--- config.mk ---
export PLATFORM = sky130hd
export DESIGN_NAME = wcp_pdiv
export DESIGN_NICKNAME = d
export VERILOG_FILES = /design/src/hdl/wcp_pkg.sv /design/src/hdl/wcp_pdiv.sv
export SDC_FILE = /design/constraint.sdc
export NUM_CORES = 1
export LEC_CHECK = 0
export BUFFER_PORTS_ARGS = -buffer_cell sky130_fd_sc_hd__buf_2
export CORE_MARGIN = 10
export CORE_UTILIZATION = 32
export DETAILED_ROUTE_END_ITERATION = 16
export PLACE_DENSITY_LB_ADDON = 0.2
export SLEW_MARGIN = 25
export SYNTH_ARGS = -nofsm -noshare
export SYNTH_HDL_FRONTEND = slang
export SYNTH_SLANG_ARGS = --single-unit
--- constraint.sdc ---
create_clock -name clk -period 14.61 [get_ports clk]
set_clock_uncertainty 0.2 [all_clocks]
set_input_delay 2.922 -clock clk [delete_from_list [all_inputs] [get_ports clk]]
set_output_delay 2.922 -clock clk [all_outputs]
set_load 0.01 [all_outputs]
--- src/hdl/wcp_pkg.sv ---
// ----------------------------------------------------------------------------
// wcp_pkg: shared types, constants and functions for the wall clip block
// Holds the field widths, the pipeline stage map, the register codes, the
// quarter sine table and the helper functions used by the datapath.
// ----------------------------------------------------------------------------
package wcp_pkg;

  localparam int SCREEN_WIDTH  = 640;
  localparam int SCREEN_HEIGHT = 480;
  localparam int ANGLE_STEPS   = 360;
  localparam int FOCAL         = 200;

  // Datapath widths.
  localparam int W_C   = 19;  // rotated x and depth
  localparam int W_Z   = 24;  // bottom and top heights
  localparam int W_DEN = 20;  // clip ratio divider operands
  localparam int W_RQ  = 16;  // clip ratio, Q0.16
  localparam int W_PX  = W_C + 1 + W_RQ + 1;
  localparam int W_PZ  = W_Z + 1 + W_RQ + 1;
  localparam int W_N   = 32;  // projection dividend, |v| * focal
  localparam int W_PD  = 18;  // projection divisor
  localparam int W_PQ  = 17;  // projection quotient bits kept
  localparam int W_ADDR = 5;

  // Divider layout.
  localparam int RD_STAGES = 4;
  localparam int RD_STEPS  = W_RQ / RD_STAGES;
  localparam int PD_STAGES = 5;
  localparam int PD_STEPS  = 4;

  // Pipeline stage map.
  localparam int ST_TR    = 1;
  localparam int ST_MUL   = 2;
  localparam int ST_ROT   = 3;
  localparam int ST_Z     = 4;
  localparam int ST_SEL   = 5;
  localparam int ST_LMUL  = ST_SEL + RD_STAGES + 1;
  localparam int ST_LERP  = ST_LMUL + 1;
  localparam int ST_NUM   = ST_LERP + 1;
  localparam int ST_PD    = ST_NUM + 1;
  localparam int ST_OUT   = ST_PD + PD_STAGES;
  localparam int N_STAGES = ST_OUT;

  // Register codes (byte address divided by four).
  localparam logic [2:0] REG_CAM_X       = 3'd0;
  localparam logic [2:0] REG_CAM_Y       = 3'd1;
  localparam logic [2:0] REG_CAM_Z       = 3'd2;
  localparam logic [2:0] REG_CAM_HEADING = 3'd3;
  localparam logic [2:0] REG_CAM_PITCH   = 3'd4;

  typedef struct packed {
    logic signed [15:0] c;
    logic signed [15:0] s;
  } trig_t;

  typedef struct packed {
    logic signed [W_C-1:0] x;
    logic signed [W_C-1:0] d;
    logic signed [W_Z-1:0] zb;
    logic signed [W_Z-1:0] zt;
  } pts_t;

  typedef struct packed {
    pts_t              near;
    pts_t              far;
    logic              clip;
    logic              sel1;
    logic              vis;
    logic [W_DEN-1:0]  rem;
    logic [W_DEN-1:0]  den;
    logic [W_RQ-1:0]   q;
  } rdiv_t;

  typedef struct packed {
    logic [W_PD-1:0] rem;
    logic [W_PQ-1:0] low;
    logic [W_PQ-1:0] q;
    logic [W_PD-1:0] den;
    logic            ovf;
    logic            neg;
  } pdiv_t;

  localparam logic [14:0] QSINE [0:90] = '{
    15'd0, 15'd286, 15'd572, 15'd857, 15'd1143, 15'd1428, 15'd1713, 15'd1997,
    15'd2280, 15'd2563, 15'd2845, 15'd3126, 15'd3406, 15'd3686, 15'd3964,
    15'd4240, 15'd4516, 15'd4790, 15'd5063, 15'd5334, 15'd5604, 15'd5872,
    15'd6138, 15'd6402, 15'd6664, 15'd6924, 15'd7182, 15'd7438, 15'd7692,
    15'd7943, 15'd8192, 15'd8438, 15'd8682, 15'd8923, 15'd9162, 15'd9397,
    15'd9630, 15'd9860, 15'd10087, 15'd10311, 15'd10531, 15'd10749, 15'd10963,
    15'd11174, 15'd11381, 15'd11585, 15'd11786, 15'd11982, 15'd12176,
    15'd12365, 15'd12551, 15'd12733, 15'd12911, 15'd13085, 15'd13255,
    15'd13421, 15'd13583, 15'd13741, 15'd13894, 15'd14044, 15'd14189,
    15'd14330, 15'd14466, 15'd14598, 15'd14726, 15'd14849, 15'd14968,
    15'd15082, 15'd15191, 15'd15296, 15'd15396, 15'd15491, 15'd15582,
    15'd15668, 15'd15749, 15'd15826, 15'd15897, 15'd15964, 15'd16026,
    15'd16083, 15'd16135, 15'd16182, 15'd16225, 15'd16262, 15'd16294,
    15'd16322, 15'd16344, 15'd16362, 15'd16374, 15'd16382, 15'd16384
  };

  // Sine of a whole degree in 0..359, Q1.14.
  function automatic logic signed [15:0] sine_deg(input logic [8:0] d);
    logic [6:0] idx;
    logic neg;
    logic signed [15:0] val;
    neg = 1'b0;
    if (d <= 9'd90) begin
      idx = d[6:0];
    end else if (d <= 9'd180) begin
      idx = 7'(9'd180 - d);
    end else if (d <= 9'd270) begin
      idx = 7'(d - 9'd180);
      neg = 1'b1;
    end else begin
      idx = 7'(9'd360 - d);
      neg = 1'b1;
    end
    val = signed'({1'b0, QSINE[idx]});
    return neg ? -val : val;
  endfunction

  // Cosine and sine for a heading; codes past the last degree wrap once.
  function automatic trig_t trig_lookup(input logic [8:0] heading);
    logic [8:0] h;
    logic [9:0] hc;
    trig_t t;
    h = (heading >= 9'(ANGLE_STEPS)) ? 9'(heading - 9'(ANGLE_STEPS)) : heading;
    hc = {1'b0, h} + 10'd90;
    if (hc >= 10'(ANGLE_STEPS)) begin
      hc = hc - 10'(ANGLE_STEPS);
    end
    t.c = sine_deg(hc[8:0]);
    t.s = sine_deg(h);
    return t;
  endfunction

  // Arithmetic right shift that rounds toward zero.
  function automatic logic signed [47:0] trunc_sh(input logic signed [47:0] v,
                                                  input int sh);
    logic signed [47:0] bias;
    bias = v[47] ? ((48'sd1 <<< sh) - 48'sd1) : 48'sd0;
    return (v + bias) >>> sh;
  endfunction

endpackage

--- src/hdl/wcp_pdiv.sv ---
// ----------------------------------------------------------------------------
// wcp_pdiv: pipelined unsigned divider for the perspective projection
// Restoring division of |v| * focal by depth, up to four quotient bits per
// stage, with an overflow flag when the quotient does not fit the kept bits.
// ----------------------------------------------------------------------------
module wcp_pdiv (
  input  logic                             clk,
  input  logic [wcp_pkg::PD_STAGES-1:0]    adv,
  input  logic [wcp_pkg::W_N-1:0]          num,
  input  logic [wcp_pkg::W_PD-1:0]         den,
  input  logic                             neg,
  output logic [wcp_pkg::W_PQ-1:0]         quo,
  output logic                             ovf,
  output logic                             neg_out
);

  wcp_pkg::pdiv_t st_r  [0:wcp_pkg::PD_STAGES-1];
  wcp_pkg::pdiv_t st_nxt[0:wcp_pkg::PD_STAGES-1];
  wcp_pkg::pdiv_t init;

  always_comb begin
    init.rem = wcp_pkg::W_PD'(num[wcp_pkg::W_N-1:wcp_pkg::W_PQ]);
    init.low = num[wcp_pkg::W_PQ-1:0];
    init.q   = '0;
    init.den = den;
    init.ovf = (wcp_pkg::W_PD'(num[wcp_pkg::W_N-1:wcp_pkg::W_PQ]) >= den);
    init.neg = neg;
  end

  for (genvar s = 0; s < wcp_pkg::PD_STAGES; s++) begin : g_stage
    always_comb begin
      wcp_pkg::pdiv_t c;
      logic [wcp_pkg::W_PD:0] t;
      c = (s == 0) ? init : st_r[(s == 0) ? 0 : s - 1];
      t = '0;
      for (int j = 0; j < wcp_pkg::PD_STEPS; j++) begin
        if (s * wcp_pkg::PD_STEPS + j < wcp_pkg::W_PQ) begin
          t = {c.rem, c.low[wcp_pkg::W_PQ-1]};
          c.low = c.low << 1;
          if (t >= {1'b0, c.den}) begin
            c.rem = wcp_pkg::W_PD'(t - {1'b0, c.den});
            c.q   = {c.q[wcp_pkg::W_PQ-2:0], 1'b1};
          end else begin
            c.rem = t[wcp_pkg::W_PD-1:0];
            c.q   = {c.q[wcp_pkg::W_PQ-2:0], 1'b0};
          end
        end
      end
      st_nxt[s] = c;
    end

    always_ff @(posedge clk) begin
      if (adv[s]) begin
        st_r[s] <= st_nxt[s];
      end
    end
  end

  assign quo     = st_r[wcp_pkg::PD_STAGES-1].q;
  assign ovf     = st_r[wcp_pkg::PD_STAGES-1].ovf;
  assign neg_out = st_r[wcp_pkg::PD_STAGES-1].neg;

endmodule

==> metrics.md <==
| Metric | Value |
|---|---|
| Htree depth | 2 |
| Status | finished, final reports clean |
| Relative max-transition margin | 30.92% |
| Clock buffer depth | 3 |
| Primary FF master, synth | edfxtp_1 |
| RR Startpoint | st_r[0][145] |
| TritonCTS Buffers | 34 |
| Top Registers | st_r: 239 flops |
| Mapped Cells | 2758 |
| CP arrival | 13.69 ns |
| Setup CP Type | in2reg |
| Worst reg2reg setup slack | 1.33 ns |
| Filler cells | 8007 |
| Setup TNS Final | 0 ns |
| Number of enable flip-flop cells after synthesis | 239 |
| Die Ht | 301.2 um |
| WL/cell | 20.23 um |
| Root Driver | clkbuf_16 |
| Worst reg2reg path depth | 43 |
| Post-Layout Cell Count | 3913 |
| Via density | 5.424 |
| Largest register FFs | 239 |
| Remaining global-route overflow | 0 |
| Register bank with the most flops | st_r |
| Post-cts hold buffer count | 0 |
| Total track usage | 16.96% |
| Mux contribution to synthesized area | 8.443% |
| Tmin final | 13.59 ns |
| Die W | 301.2 um |
| Drt total wl | 79180 um |
| Placed inst area | 0.02691 mm^2 |
| Post-synthesis sequential area ratio | 28.37% |
| Hold/Removal Path Class | reg2reg |
| DP HPWL | 64230 um |
| Initial Util | 32.18% |
| Setup Viol. Count Final | 0 |
| Sink Count | 239 |
| Post-CTS sizing | 0 |
| Post-Syn Area | 0.02530 mm^2 |
| Dominant cell type by area after synthesis | edfxtp_1 |
| Placed Cells | 3853 |
| Area grow syn2layout | 10.82% |
| Largest net degree at the start of global routing | 56 |
| Post-synthesis xor/xnor area fraction | 6.855% |
| Fin area | 0.02803 mm^2 |
| ANT nets after route | 0 |
| Worst Setup End Kind | flip-flop |
| Top Ports | 76 |
| R2r endpoint | st_r[0][271] |
| GPL Wtd Cong | 0.9272 |
| Critical path's slowest cell | a221oi_1 |
| Fraction of the mapped netlist area in adder cells | 17.04% |
| CTS tree | built |
| Setup Buffers After CTS | 0 |
| Post-synthesis cell type count | 93 |
| First DRT Iteration DRCs | 1342 |
| Number of detailed-route iterations in the first pass | 6 |
| Max cap viols | 0 |
| Core ar. | 0.07861 mm^2 |
| WHS Endpoint | st_r[0][239] |
| Peak Freq | 73.58 MHz |
| Mapped Nets | 3150 |
| Yosys warns | 0 |
| Hold depth | 0 |
| Avg Inst Size Synth | 9.172 um^2 |
| Initial antenna violation count | 3 |
| Critical path required time | 14.71 ns |
| Inserted Diodes | 0 |
| Simple-gate share of the synthesized area | 13.86% |
| Hold WS | 0.2012 ns |
| Hold Violations, Final | 0 |
| Slew of the pin with the lowest slew margin | 1.036 ns |
| DRC | 0 |
| Hold_sp | st_r[0][164] |
| Compound-gate portion of the synthesized area | 20.77% |
| Largest family of logic cells by synthesized area | compound AO/OA/AOI/OAI gates |
| Port bufs | 75 |
| Top cell type's share of synthesized area | 28.37% |
| Startpoint types | input pin |
| Ranking of synthesized cells by area | edfxtp_1, ha_1, mux2_2, xnor2_1, a21oi_1 |
| Layout cells sized above 1 | 12.16% |
| Full die area | 0.09070 mm^2 |
| Total number of vias | 21220 |
| Worst Path Max Fanout | 20 |
| CP max stage delay | 0.57 ns |
| # rows | 103 |
| Nets | 3231 |
| Tcrit/Tclk final | 93.03% |
| Post-synth ARST share | 0% |
| Clock Latency Late Sink | 0.56 ns |
| Most common cell after layout, fill and taps aside | ha_1 |
| Vias in the first global route | 21080 |
| First-pass GRT wire length | 121300 um |
| Synthesized flop and latch total | 239 |
| Max Slew Vio Count | 0 |
| Most frequent cells in the layout | ha_1, edfxtp_1, inv_1 |
| Worst-path clk slew | 0.06 ns |
| RSZ-0062 raised after global routing | no |
## metrics by stage
| stage | setup slack (ns) | utilization (%) |
|---|---|---|
| floorplan | 1.043 | - |
| global route | 0.2126 | 35.66 |
| finish | 1.019 | 35.66 |
| detailed placement | 0.5763 | 34.23 |
| CTS | 1.104 | 35.66 |
| global placement | 0.8338 | 34.23 |
## worst max path at each step
stage / startpoint / to / slack [ns] / cells past startpoint
2_1_floorplan: num[16] / st_r[0][63] / 1.04 / 46
3_3_place_gp: den[0] / st_r[0][60] / 0.83 / 44
3_5_place_dp: den[0] / st_r[0][61] / 0.58 / 44
4_1_cts: den[0] / st_r[0][61] / 1.10 / 44
5_1_grt: den[0] / st_r[0][61] / 0.21 / 45
6_report: den[0] / st_r[0][61] / 1.02 / 44
## critical path: cells and delay by family
family          cells  cell delay [ns]
compound gates     22             5.60
fa+ha+maj           5             1.68
buf+inv             7             1.05
mux                 3             0.96
simple gates        7             1.46
## cell usage after synthesis (20+ instances only)
master and count:
a211oi_1 29, nand2b_1 36, nor2_1 188, nor3_1 55, nand4_1 47, xnor2_1 125
nand2_1 152, edfxtp_1 239, o21ai_0 193, xor2_1 73, nor2b_1 43, and3_1 20
o21a_1 58, clkbuf_1 29, inv_1 217, or3_1 20, mux2_2 139, a21o_1 73
ha_1 319, o21bai_1 36, mux2i_1 45, a21oi_1 207, nand3_1 68
## kinds of logic (layout without fill, tap and decap cells)
| logic type | after synthesis | in the layout |
|---|---|---|
| buffers and inverters | 287 | 392 |
| and+or+nand+nor | 708 | 708 |
| DFF | 239 | 239 |
| AOI/OAI and AO/OA | 799 | 799 |
| adders and majority gates | 335 | 335 |
| muxes | 192 | 192 |
| xor gates and xnor gates | 198 | 198 |
## layout make-up
type                       count  area, um^2  share of cell area [%]
inverter                     223       839.6                   2.995
sequential                   239        7177                   25.60
clock buffer                  41       877.1                   3.129
multi-input combinational   2232       16950                   60.46
clock inverter                19       245.2                  0.8748
tap                         1050        1314                   4.686
timing repair buffer         109       630.6                   2.250
## routing by layer
metal	track usage (%)	up-vias	share of wire, %
met5	0	-	0.016
met4	6.126	2	3.5
met3	2.065	145	3.9
met2	28.81	511	47
met1	21.81	10090	46
li1	-	10480	-
Power is not shown: default switching activity piles up to over one toggle a cycle in this logic, so the estimate is an artifact.
